`src/sv/mctt_pkg.sv`:
```
package mctt_pkg;

  // bank size and counter width
  localparam int NumTimers  = 8;
  localparam int CountWidth = 16;

  // fixed field widths
  localparam int ModeW  = 2;
  localparam int IdW    = 3;
  localparam int DurW   = 16;
  localparam int MaskW  = 8;
  localparam int TickW  = 8;

  typedef enum logic [ModeW-1:0] {
    MODE_TICK  = 2'd0,
    MODE_START = 2'd1,
    MODE_KILL  = 2'd2,
    MODE_QUERY = 2'd3
  } mode_e;

  // controller to datapath
  typedef struct packed {
    logic capture;  // take the input beat into the operand registers
    logic commit;   // apply the operation and load the result register
  } cmd_t;

endpackage

```
`src/sv/mctt_if.sv`:
```
interface mctt_in_if;
  logic                           valid;
  logic                           ready;
  logic [mctt_pkg::ModeW-1:0]     mode;
  logic [mctt_pkg::IdW-1:0]       timer_id;
  logic [mctt_pkg::DurW-1:0]      duration;

  modport source (output valid, mode, timer_id, duration, input ready);
  modport sink   (input valid, mode, timer_id, duration, output ready);
endinterface

interface mctt_out_if;
  logic                           valid;
  logic                           ready;
  logic [mctt_pkg::MaskW-1:0]     expired_mask;
  logic [mctt_pkg::MaskW-1:0]     running_mask;
  logic                           selected_expired;
  logic [mctt_pkg::TickW-1:0]     tick_count;

  modport source (output valid, expired_mask, running_mask, selected_expired, tick_count,
                  input ready);
  modport sink   (input valid, expired_mask, running_mask, selected_expired, tick_count,
                  output ready);
endinterface

```
`src/sv/mctt_ctrl.sv`:
```
module mctt_ctrl (
  input  logic            clk_i,
  input  logic            rst_ni,
  input  logic            in_valid_i,
  output logic            in_ready_o,
  output logic            out_valid_o,
  input  logic            out_ready_i,
  output mctt_pkg::cmd_t  cmd_o
);

  typedef enum logic [1:0] {
    ST_IDLE = 2'b01,
    ST_EXEC = 2'b10
  } state_e;

  state_e state_q, state_d;
  logic   out_valid_q, out_valid_d;
  logic   in_accept;
  logic   out_free;

  assign in_ready_o  = (state_q == ST_IDLE);
  assign in_accept   = in_valid_i && in_ready_o;
  // result register can take a new beat when empty or draining this cycle
  assign out_free    = !out_valid_q || out_ready_i;
  assign out_valid_o = out_valid_q;

  always_comb begin
    cmd_o.capture = in_accept;
    cmd_o.commit  = 1'b0;
    state_d       = state_q;
    case (state_q)
      ST_IDLE: begin
        if (in_accept) begin
          state_d = ST_EXEC;
        end
      end
      ST_EXEC: begin
        if (out_free) begin
          cmd_o.commit = 1'b1;
          state_d      = ST_IDLE;
        end
      end
      default: begin
        state_d = ST_IDLE;
      end
    endcase
  end

  always_comb begin
    out_valid_d = out_valid_q;
    if (cmd_o.commit) begin
      out_valid_d = 1'b1;
    end else if (out_ready_i) begin
      out_valid_d = 1'b0;
    end
  end

  always_ff @(posedge clk_i or negedge rst_ni) begin
    if (!rst_ni) begin
      state_q     <= ST_IDLE;
      out_valid_q <= 1'b0;
    end else begin
      state_q     <= state_d;
      out_valid_q <= out_valid_d;
    end
  end

  a_state_onehot : assert property (@(posedge clk_i) disable iff (!rst_ni)
    $onehot(state_q))
    else $error("controller state not one-hot");

  a_accept_to_exec : assert property (@(posedge clk_i) disable iff (!rst_ni)
    in_accept |=> (state_q == ST_EXEC))
    else $error("accepted beat did not start execution");

  a_commit_shows : assert property (@(posedge clk_i) disable iff (!rst_ni)
    cmd_o.commit |=> out_valid_q)
    else $error("committed result not presented");

  a_no_overwrite : assert property (@(posedge clk_i) disable iff (!rst_ni)
    cmd_o.commit |-> (!out_valid_q || out_ready_i))
    else $error("result register overwritten while held");

endmodule

```
`src/sv/mctt_dp.sv`:
```
module mctt_dp (
  input  logic                          clk_i,
  input  logic                          rst_ni,
  input  mctt_pkg::cmd_t                cmd_i,
  input  logic [mctt_pkg::ModeW-1:0]    mode_i,
  input  logic [mctt_pkg::IdW-1:0]      timer_id_i,
  input  logic [mctt_pkg::DurW-1:0]     duration_i,
  output logic [mctt_pkg::MaskW-1:0]    expired_mask_o,
  output logic [mctt_pkg::MaskW-1:0]    running_mask_o,
  output logic                          selected_expired_o,
  output logic [mctt_pkg::TickW-1:0]    tick_count_o
);

  localparam int N = mctt_pkg::NumTimers;
  localparam int W = mctt_pkg::CountWidth;

  // operand registers
  mctt_pkg::mode_e               mode_q;
  logic [mctt_pkg::IdW-1:0]      id_q;
  logic [mctt_pkg::DurW-1:0]     dur_q;

  // timer state
  logic [N-1:0]                  enable_q, enable_d;
  logic [N-1:0]                  timeout_q, timeout_d;
  logic [mctt_pkg::TickW-1:0]    tick_q, tick_d;
  logic [W-1:0]                  cnt_q [N];
  logic [W-1:0]                  cnt_d [N];

  // result register
  logic [mctt_pkg::MaskW-1:0]    exp_mask_q, exp_mask_d;
  logic [mctt_pkg::MaskW-1:0]    run_mask_q, run_mask_d;
  logic                          sel_q, sel_d;

  logic [N-1:0]                  sel_oh;

  always_comb begin
    for (int i = 0; i < N; i++) begin
      sel_oh[i] = (int'(id_q) == i);
    end
  end

  always_comb begin
    enable_d  = enable_q;
    timeout_d = timeout_q;
    tick_d    = tick_q;
    for (int i = 0; i < N; i++) begin
      cnt_d[i] = cnt_q[i];
    end
    case (mode_q)
      mctt_pkg::MODE_TICK: begin
        tick_d = tick_q + 1'b1;
        for (int i = 0; i < N; i++) begin
          if (enable_q[i]) begin
            cnt_d[i] = cnt_q[i] - 1'b1;
            if (cnt_d[i] == '0) begin
              timeout_d[i] = 1'b1;
              enable_d[i]  = 1'b0;
            end
          end
        end
      end
      mctt_pkg::MODE_START: begin
        for (int i = 0; i < N; i++) begin
          if (sel_oh[i]) begin
            cnt_d[i]     = W'(dur_q);
            enable_d[i]  = 1'b1;
            timeout_d[i] = 1'b0;
          end
        end
      end
      mctt_pkg::MODE_KILL: begin
        enable_d  = enable_q & ~sel_oh;
        timeout_d = timeout_q & ~sel_oh;
      end
      default: begin
        // query only reports
      end
    endcase

    sel_d = |(timeout_d & sel_oh);
    for (int b = 0; b < mctt_pkg::MaskW; b++) begin
      exp_mask_d[b] = (b < N) ? timeout_d[b % N] : 1'b0;
      run_mask_d[b] = (b < N) ? enable_d[b % N]  : 1'b0;
    end
  end

  always_ff @(posedge clk_i) begin
    if (cmd_i.capture) begin
      mode_q <= mctt_pkg::mode_e'(mode_i);
      id_q   <= timer_id_i;
      dur_q  <= duration_i;
    end
    if (cmd_i.commit) begin
      for (int i = 0; i < N; i++) begin
        cnt_q[i] <= cnt_d[i];
      end
      exp_mask_q <= exp_mask_d;
      run_mask_q <= run_mask_d;
      sel_q      <= sel_d;
    end
  end

  always_ff @(posedge clk_i or negedge rst_ni) begin
    if (!rst_ni) begin
      enable_q  <= '0;
      timeout_q <= '0;
      tick_q    <= '0;
    end else if (cmd_i.commit) begin
      enable_q  <= enable_d;
      timeout_q <= timeout_d;
      tick_q    <= tick_d;
    end
  end

  assign expired_mask_o     = exp_mask_q;
  assign running_mask_o     = run_mask_q;
  assign selected_expired_o = sel_q;
  assign tick_count_o       = tick_q;

  a_run_xor_expired : assert property (@(posedge clk_i) disable iff (!rst_ni)
    (enable_q & timeout_q) == '0)
    else $error("timer both running and expired");

  a_state_only_on_commit : assert property (@(posedge clk_i) disable iff (!rst_ni)
    !$past(cmd_i.commit) |-> ($stable(enable_q) && $stable(tick_q)))
    else $error("timer state changed without commit");

endmodule

```
`src/sv/multi_channel_timeout_timer.sv`:
```
// channel | dir | payload                                                   | beat
// in_i    | in  | mode, timer_id, duration                                  | one operation
// out_o   | out | expired_mask, running_mask, selected_expired, tick_count  | one result
//
// each operation is captured first, then executed into the result register
// a new beat is not accepted until the previous one has executed, set by the two-state controller
// execution waits while the result register holds an untaken beat
// a new beat is accepted while a finished result still waits downstream
// rst_ni clears enable and timeout flags and the tick counter; counters need no reset
module multi_channel_timeout_timer (
  input  logic        clk_i,
  input  logic        rst_ni,
  mctt_in_if.sink     in_i,
  mctt_out_if.source  out_o
);

  mctt_pkg::cmd_t cmd;

  // sequencing: capture on accept, commit when the result register is free
  mctt_ctrl u_ctrl (
    .clk_i       (clk_i),
    .rst_ni      (rst_ni),
    .in_valid_i  (in_i.valid),
    .in_ready_o  (in_i.ready),
    .out_valid_o (out_o.valid),
    .out_ready_i (out_o.ready),
    .cmd_o       (cmd)
  );

  // timer bank: counters, flags, tick counter and result register
  mctt_dp u_dp (
    .clk_i              (clk_i),
    .rst_ni             (rst_ni),
    .cmd_i              (cmd),
    .mode_i             (in_i.mode),
    .timer_id_i         (in_i.timer_id),
    .duration_i         (in_i.duration),
    .expired_mask_o     (out_o.expired_mask),
    .running_mask_o     (out_o.running_mask),
    .selected_expired_o (out_o.selected_expired),
    .tick_count_o       (out_o.tick_count)
  );

endmodule
```
`src/flat_wrapper.sv`:
```
// flat-port wrapper written by rule: the top's interface ports become plain ports
module multi_channel_timeout_timer_flat 
  (clk_i, rst_ni, in_i_valid, in_i_mode, in_i_timer_id, in_i_duration, in_i_ready, out_o_valid, out_o_expired_mask, out_o_running_mask, out_o_selected_expired, out_o_tick_count, out_o_ready);
  mctt_in_if in_i_i ();
  mctt_out_if out_o_i ();
  input  logic clk_i;
  input  logic rst_ni;
  input wire logic [$bits(in_i_i.valid)-1:0] in_i_valid;
  input wire logic [$bits(in_i_i.mode)-1:0] in_i_mode;
  input wire logic [$bits(in_i_i.timer_id)-1:0] in_i_timer_id;
  input wire logic [$bits(in_i_i.duration)-1:0] in_i_duration;
  output wire logic [$bits(in_i_i.ready)-1:0] in_i_ready;
  output wire logic [$bits(out_o_i.valid)-1:0] out_o_valid;
  output wire logic [$bits(out_o_i.expired_mask)-1:0] out_o_expired_mask;
  output wire logic [$bits(out_o_i.running_mask)-1:0] out_o_running_mask;
  output wire logic [$bits(out_o_i.selected_expired)-1:0] out_o_selected_expired;
  output wire logic [$bits(out_o_i.tick_count)-1:0] out_o_tick_count;
  input wire logic [$bits(out_o_i.ready)-1:0] out_o_ready;
  assign in_i_i.valid = in_i_valid;
  assign in_i_i.mode = in_i_mode;
  assign in_i_i.timer_id = in_i_timer_id;
  assign in_i_i.duration = in_i_duration;
  assign in_i_ready = in_i_i.ready;
  assign out_o_valid = out_o_i.valid;
  assign out_o_expired_mask = out_o_i.expired_mask;
  assign out_o_running_mask = out_o_i.running_mask;
  assign out_o_selected_expired = out_o_i.selected_expired;
  assign out_o_tick_count = out_o_i.tick_count;
  assign out_o_i.ready = out_o_ready;
  multi_channel_timeout_timer u_core (.clk_i(clk_i), .rst_ni(rst_ni), .in_i(in_i_i), .out_o(out_o_i));
endmodule
```
`config.mk`:
```
export PLATFORM = sky130hd
export DESIGN_NAME = multi_channel_timeout_timer_flat
export DESIGN_NICKNAME = d
export VERILOG_FILES = /design/src/sv/mctt_pkg.sv /design/src/sv/mctt_if.sv /design/src/sv/mctt_ctrl.sv /design/src/sv/mctt_dp.sv /design/src/sv/multi_channel_timeout_timer.sv /design/src/flat_wrapper.sv
export SDC_FILE = /design/constraint.sdc
export NUM_CORES = 1
export LEC_CHECK = 0
export BUFFER_PORTS_ARGS = -buffer_cell sky130_fd_sc_hd__buf_2
export CAP_MARGIN = 20
export CORE_UTILIZATION = 40
export CTS_CLUSTER_DIAMETER = 30
export DETAILED_ROUTE_END_ITERATION = 12
export GPL_TIMING_DRIVEN = 0
export PLACE_DENSITY = 0.6
export SLEW_MARGIN = 20
export SYNTH_ARGS = -nofsm -noshare
export SYNTH_HDL_FRONTEND = slang
export SYNTH_SLANG_ARGS = --single-unit
```
`constraint.sdc`:
```
create_clock -name clk_i -period 3.4 [get_ports clk_i]
set_input_delay 0.68 -clock clk_i [delete_from_list [all_inputs] [get_ports clk_i]]
set_output_delay 0.68 -clock clk_i [all_outputs]
set_load 0.1 [all_outputs]
```
Yosys cells after proc, flatten, opt, wreduce, memory -nomap -nowiden:

Memories as Yosys holds them, arrays and structs flattened.
Index checks and enable logic that the tools add are counted.

* add/sub/neg operators: 9
* equality and inequality tests: 13
* mux-type cells: 76
* bitwise operators: 4
* reduce and logical (&&, ||, !) cells: 17

Operators by type and width (number)
* two-way mux 16 bit: 16
* case mux 128 bit (2 select lines): 1
* zero test 16 bit: 8
* subtractor 16 x 1 -> 16 bit (second input constant): 8
* two-way mux 1 bit: 54
* case mux 8 bit (3 select lines): 2
* AND 8 bit: 3
* equality test 3 bit (second input constant): 4
* adder 8 x 1 -> 8 bit (second input constant): 1
* NOT 8 bit: 1
* OR reduction 8 bit: 1
* equality test 3 x 2 -> 1 bit (second input constant): 2
* equality test 2 x 1 -> 1 bit (second input constant): 2
* equality test 2 bit (second input constant): 2
* two-way mux 2 bit: 2
* case mux 2 bit (2 select lines): 1
* AND reduction 2 bit: 2
* equality test 3 x 1 -> 1 bit (second input constant): 1
* zero test 3 bit: 1
* zero test 2 bit: 1
* inequality test 2 x 1 -> 1 bit (second input constant): 1
* inequality test 2 bit (second input constant): 1
* nonzero test 2 bit: 1
* logical AND 1 bit: 1
* other kinds (2): 2

* register bits after elaboration: 65
* memory bits (writable): 128
* output and inout bits: 27
* memories: 1

Memories
* u_core.u_dp.cnt_q: depth 8, bits a word 16, rd ports 8, clocked after Yosys merged registers in 0, write ports 8, RTL line mctt_dp.sv:26 `logic [W-1:0] cnt_q [N];`

Longest topological paths before layout:

* word-level depth: 7
* depth in mapped cells: 12

By module:

Synthesis repeated with hierarchy kept, for this count alone.

* cells, all modules: 1114
* area total of the unflattened synthesis: 11120.7 µm²

By module, submodules not included
* mctt_dp: times used 1, cells an instance 1101, area each 10975.5 µm², sequential area each 5585.4 µm²
* mctt_ctrl: times used 1, cells an instance 13, area each 145.1 µm², sequential area each 76.3 µm²

Worst setup path after synthesis:

Ideal clock, no wire load.

* path kind: register to register
* start point: reg u_core.u_ctrl.state_q[0]
* end point: reg u_core.u_dp.dur_q[0] in the netlist's numbering, enable pin
* arrival: 2.639 ns
* required time: 3.020 ns
* path slack: 0.381 ns
* stages on the path, launching flop included: 3
* clock period less this slack: 3.019 ns
* path through: dfstp_2 -> nor2b_1 -> and2_1

* word-level cells in the longest chain between the ends: 2

Ends and longest elaborated chain
* start: declaration: RTL line mctt_ctrl.sv:16 `state_e state_q, state_d;`
* start signal: assignment: RTL line mctt_ctrl.sv:63 `state_q <= state_d;`
* equality test 2 x 1 -> 1 bit: RTL line mctt_ctrl.sv:21 `assign in_ready_o = (state_q == ST_IDLE);`
* named net in_i_ready: RTL line flat_wrapper.sv:12 `output wire logic [$bits(in_i_i.ready)-1:0] in_i_ready;`
* logical AND 1 bit: RTL line mctt_ctrl.sv:22 `assign in_accept = in_valid_i && in_ready_o;`
* named net u_core.u_ctrl.in_accept: RTL line mctt_ctrl.sv:18 `logic in_accept;`
* end signal: assignment: RTL line mctt_dp.sv:91 `dur_q <= duration_i;`
* end: declaration: RTL line mctt_dp.sv:20 `logic [mctt_pkg::DurW-1:0] dur_q;`

The timed path passes the listed nets, and every way through them passes these cells.
A chain may end at the register's enable or synchronous reset.

==> results.sh <==
export IMPL_syn_avg_cell_area_um2=10.2
export IMPL_setup_viol=0
export IMPL_clkPwrFrac=0.365
export IMPL_cp_end_kind="flop"
export IMPL_critPathSlowestCell="edfxtp_1"
export IMPL_power_frac_seq=0.510
export IMPL_leakagePower_nw=4.10
export IMPL_netSwitchingFraction=0.285
export IMPL_synth_cell_types=77
export IMPL_crit_type="flop to flop"
export IMPL_max_freq_mhz=311
export IMPL_critPathArrivalTime_ns=3.52
export IMPL_final_nets=1205
export IMPL_status="finished, final reports clean"
export IMPL_cts_path_max_buffers=2
export IMPL_rsz0062_at_grt="no"
export IMPL_crit_end="u_core.u_dp.selected_expired_o"
export IMPL_fin_skew_ns=0.0132
export IMPL_relSlewSlack=0.233
export IMPL_detailed_place_hpwl_um=20500
export IMPL_hold_path_class="primary input to asynchronous set/reset pin"
export IMPL_ant_nets=0
export IMPL_synthCells=1085
export IMPL_dieHeight_um=169
export IMPL_overflow=0
export IMPL_die_area_um2=28400
export IMPL_critPathRequiredTime_ns=3.71
export IMPL_fin_cells=1548
export IMPL_grt_pass1_vias=8212
export IMPL_synth_edff_count=166
export IMPL_drc=0
export IMPL_post_route_min_period_ns=3.22
export IMPL_maxCapViolations=0
export IMPL_grt_use_total=0.213
export IMPL_num_io_pins=52
export IMPL_pwr_density_cell_nw_per_um2=429
export IMPL_post_drt_via_cell_ratio=5.65
export IMPL_die_w_um=169
export IMPL_synth_seq_area_share=0.510
export IMPL_drt_iter0_drc=741
export IMPL_ir_drop_mv=0.355
export IMPL_cts_max_level=4
export IMPL_async_flop_share=0.140
export IMPL_cts_inserted_buffers=17
export IMPL_cts_sinks=193
export IMPL_yosys_register_bits=193
export IMPL_timing_rr_end="u_core.u_dp.selected_expired_o"
export IMPL_port_buffers=51
export IMPL_dpl_cell_count=1515
export IMPL_clkSlewWorstSetupHoldPaths_ns=0.08
export IMPL_start_util=0.410
export IMPL_startpoint="u_core.u_dp.cnt_q[1][32]"
export IMPL_wl_per_cell_um=19.2
export IMPL_synthesis_nets=1127
export IMPL_combPwrFrac=0.124
export IMPL_finalCritPeriodShare=0.947
export IMPL_gp_congestion=0.856
export IMPL_multiInputGateArea_um2=5200
export IMPL_worstReg2RegStart="u_core.u_dp.cnt_q[1][32]"
export IMPL_final_layout_size_suffix_gt1_frac=0.137
export IMPL_grt_max_degree=28
export IMPL_hold_viol=0
export IMPL_drt_pass1_iterations=7
export IMPL_grt_pass1_wl_um=45900
export IMPL_ys_warn_count=0
export IMPL_crit_chain="inv_1, ha_1, buf_2, or3b_1, clkbuf_1, o32a_1, o32ai_1, o2111ai_2, nor4b_4, o211ai_1, o211ai_1, a221o_1"
export IMPL_r2r_cells=12
export IMPL_cp_slowest_stage_delay_ns=0.49
export IMPL_area_growth_pct=13.3
export IMPL_netlist_area_um2=11100
export IMPL_grt_antenna_before_repair=0
export IMPL_p_int_mw=3.86
export IMPL_drv_slew=0
export IMPL_clock_latency_ns=0.44
export IMPL_rrSetupSlack_ns=0.18
export IMPL_cts_tree="done"
export IMPL_tightestPinTransition_ns=1.15
export IMPL_via_count=8744
export IMPL_clock_root_buffer="clkbuf_16"
export IMPL_core_area_um2=27100
export IMPL_final_core_util=0.465
export IMPL_seqCellArea_um2=5660
export IMPL_placementRows=60
export IMPL_crit_fanout=8
export IMPL_start_kind="flop"
export IMPL_cpMostUsedCell="o211ai_1"
export IMPL_wl_um=29700
export IMPL_fill_cells=2556
export IMPL_antenna_cells=0
export IMPL_p_switching_mw=1.54
export IMPL_ys_flop_type="edfxtp_1"
==> cells in the final DEF, fill, tap and decap left out, types with 14 or more instances in the layout <==
master and instances:
edfxtp_1 166, a21oi_1 115, nor2_1 75, nand2_1 73, xnor2_1 72, o21ai_0 67, buf_2 56, clkbuf_1 47
nor3_1 41, xor2_1 41, inv_1 28, a31oi_1 28, dfrtp_1 26, o31ai_1 18, nor4_1 18, clkbuf_16 18
ha_1 17, nand3b_1 15, nand2b_1 15, nor2_2 14
==> worst max-delay path: cells and delay by family, from the launching register on <==
family | cells | cell delay, ns
compound gates | 6 | 1.27
simple gates | 2 | 0.73
flops | 1 | 0.49
buf+inv | 3 | 0.47
fa+ha+maj | 1 | 0.14
==> Yosys cell counts (3+ instances only) <==
| master | n | share of area |
|---|---|---|
| edfxtp_1 | 166 | 0.45 |
| a21oi_1 | 119 | 0.054 |
| nor2_1 | 89 | 0.030 |
| nand2_1 | 73 | 0.025 |
| xnor2_1 | 72 | 0.057 |
| o21ai_0 | 68 | 0.031 |
| clkbuf_1 | 48 | 0.016 |
| nor3_1 | 42 | 0.019 |
| xor2_1 | 41 | 0.032 |
| a31oi_1 | 28 | 0.016 |
| inv_1 | 28 | 0.0095 |
| dfrtp_1 | 26 | 0.059 |
| nor4_1 | 19 | 0.011 |
| o31ai_1 | 18 | 0.012 |
| ha_1 | 17 | 0.019 |
| nand2b_1 | 15 | 0.0084 |
| nand3b_1 | 15 | 0.010 |
| a21o_1 | 13 | 0.0088 |
| nand4_1 | 13 | 0.0073 |
| nand3_1 | 12 | 0.0054 |
| nor2b_1 | 11 | 0.0062 |
| or3_1 | 11 | 0.0062 |
| or4_1 | 10 | 0.0068 |
| nand4b_1 | 8 | 0.0063 |
| mux2_2 | 7 | 0.0071 |
| and2_1 | 6 | 0.0034 |
| buf_1 | 6 | 0.0020 |
| nor3b_1 | 6 | 0.0041 |
| nor4_2 | 6 | 0.0068 |
| nor4b_1 | 6 | 0.0047 |
| buf_2 | 5 | 0.0023 |
| o21a_1 | 5 | 0.0034 |
| or2_2 | 5 | 0.0028 |
| a22oi_1 | 4 | 0.0027 |
| o211ai_1 | 4 | 0.0027 |
| and3_1 | 3 | 0.0017 |
| mux2i_1 | 3 | 0.0027 |
| nor3_2 | 3 | 0.0027 |
| o2bb2ai_1 | 3 | 0.0024 |
| o32ai_1 | 3 | 0.0024 |
| or3b_2 | 3 | 0.0024 |
==> kinds of logic after synthesis <==
kind of cell	after synthesis	synth area share
multiplexers	10	0.00980
AND/OR/NAND/NOR	373	0.187
flip-flops	193	0.510
adder cells (fa/ha/maj)	17	0.0191
buffers and inverters	89	0.0314
AO/OA/AOI/OAI	290	0.154
XOR/XNOR	113	0.0891
==> flip-flops by register name, indices dropped and copies added, names as in the netlist <==
| signal | count |
|---|---|
| u_core.u_dp.timeout_q | 8 |
| u_core.u_dp.mode_q | 2 |
| u_core.u_dp.selected_expired_o | 1 |
| u_core.u_dp.enable_q | 8 |
| u_core.u_dp.dur_q | 16 |
| u_core.u_dp.expired_mask_o | 8 |
| u_core.u_dp.cnt_q | 128 |
| u_core.u_dp.id_q | 3 |
| u_core.u_dp.tick_count_o | 8 |
| u_core.u_ctrl.out_valid_o | 1 |
| u_core.u_dp.running_mask_o | 8 |
| u_core.u_ctrl.state_q | 2 |
==> per-stage QoR <==
| stage | setup WS [ns] | TNS (ns) | hold WS [ns] | cell area [µm²] | power (mW) |
|---|---|---|---|---|---|
| after detailed placement | -0.181 | -0.390 | 0.462 | 12000 | 3.48 |
| after CTS | 0.116 | 0 | 0.282 | 12500 | 5.44 |
| after global placement | -0.190 | -1.89 | 0.455 | 11800 | 3.45 |
| after global routing | 0.0124 | 0 | 0.301 | 12600 | 5.58 |
| final | 0.181 | 0 | 0.262 | 12600 | 5.40 |
| after floorplan | 0.381 | 0 | 0.384 | 11100 | 3.26 |
==> repair_timing <==
| action | CTS | global route |
|---|---|---|
| endpoints found under the setup margin | 6 | 6 |
| hold buffers | 0 | 0 |
| hold endpoints to repair | 0 | 0 |
| setup buffers | 0 | 1 |
| pin swaps | 0 | 1 |
| gates resized for setup | 3 | 7 |
| gates cloned | 0 | 0 |
==> cell type report <==
cell class / instances / share of cell area
Timing Repair Buffer: 59 / 0.0271
Inverter: 28 / 0.00835
Tap cell: 372 / 0.0370
Buffer: 61 / 0.0201
Clock buffer: 18 / 0.0358
Clock inverter: 14 / 0.00924
Multi-Input combinational cell: 803 / 0.413
Sequential cell: 193 / 0.450
==> layer usage <==
metal	vias to the layer above	wire [µm]	track usage
li1	4196	-	-
met3	62	1560	0.0313
met2	271	13200	0.326
met1	4215	13700	0.296
met5	-	0	0
met4	0	1210	0.105
==> worst min path at each step <==
stage                     depth (start not counted)                         from                           to
final                                             1                       rst_ni  u_core.u_dp.tick_count_o[7]
after floorplan                                   0                       rst_ni    u_core.u_ctrl.out_valid_o
after global placement                            1  u_core.u_dp.tick_count_o[7]  u_core.u_dp.tick_count_o[7]
after CTS                                         1                       rst_ni  u_core.u_dp.tick_count_o[5]
after global routing                              1                       rst_ni  u_core.u_dp.tick_count_o[7]
after detailed placement                          1  u_core.u_dp.tick_count_o[7]  u_core.u_dp.tick_count_o[7]
==> power groups by stage <==
stage,logic (mW),registers [mW],clock network (mW)
2_1_floorplan,0.313,2.94,0
3_3_place_gp,0.650,2.80,0
3_5_place_dp,0.669,2.81,0
4_1_cts,0.672,2.75,2.01
5_1_grt,0.721,2.77,2.09
6_report,0.672,2.76,1.97
Power figures use the tool's default switching activity.
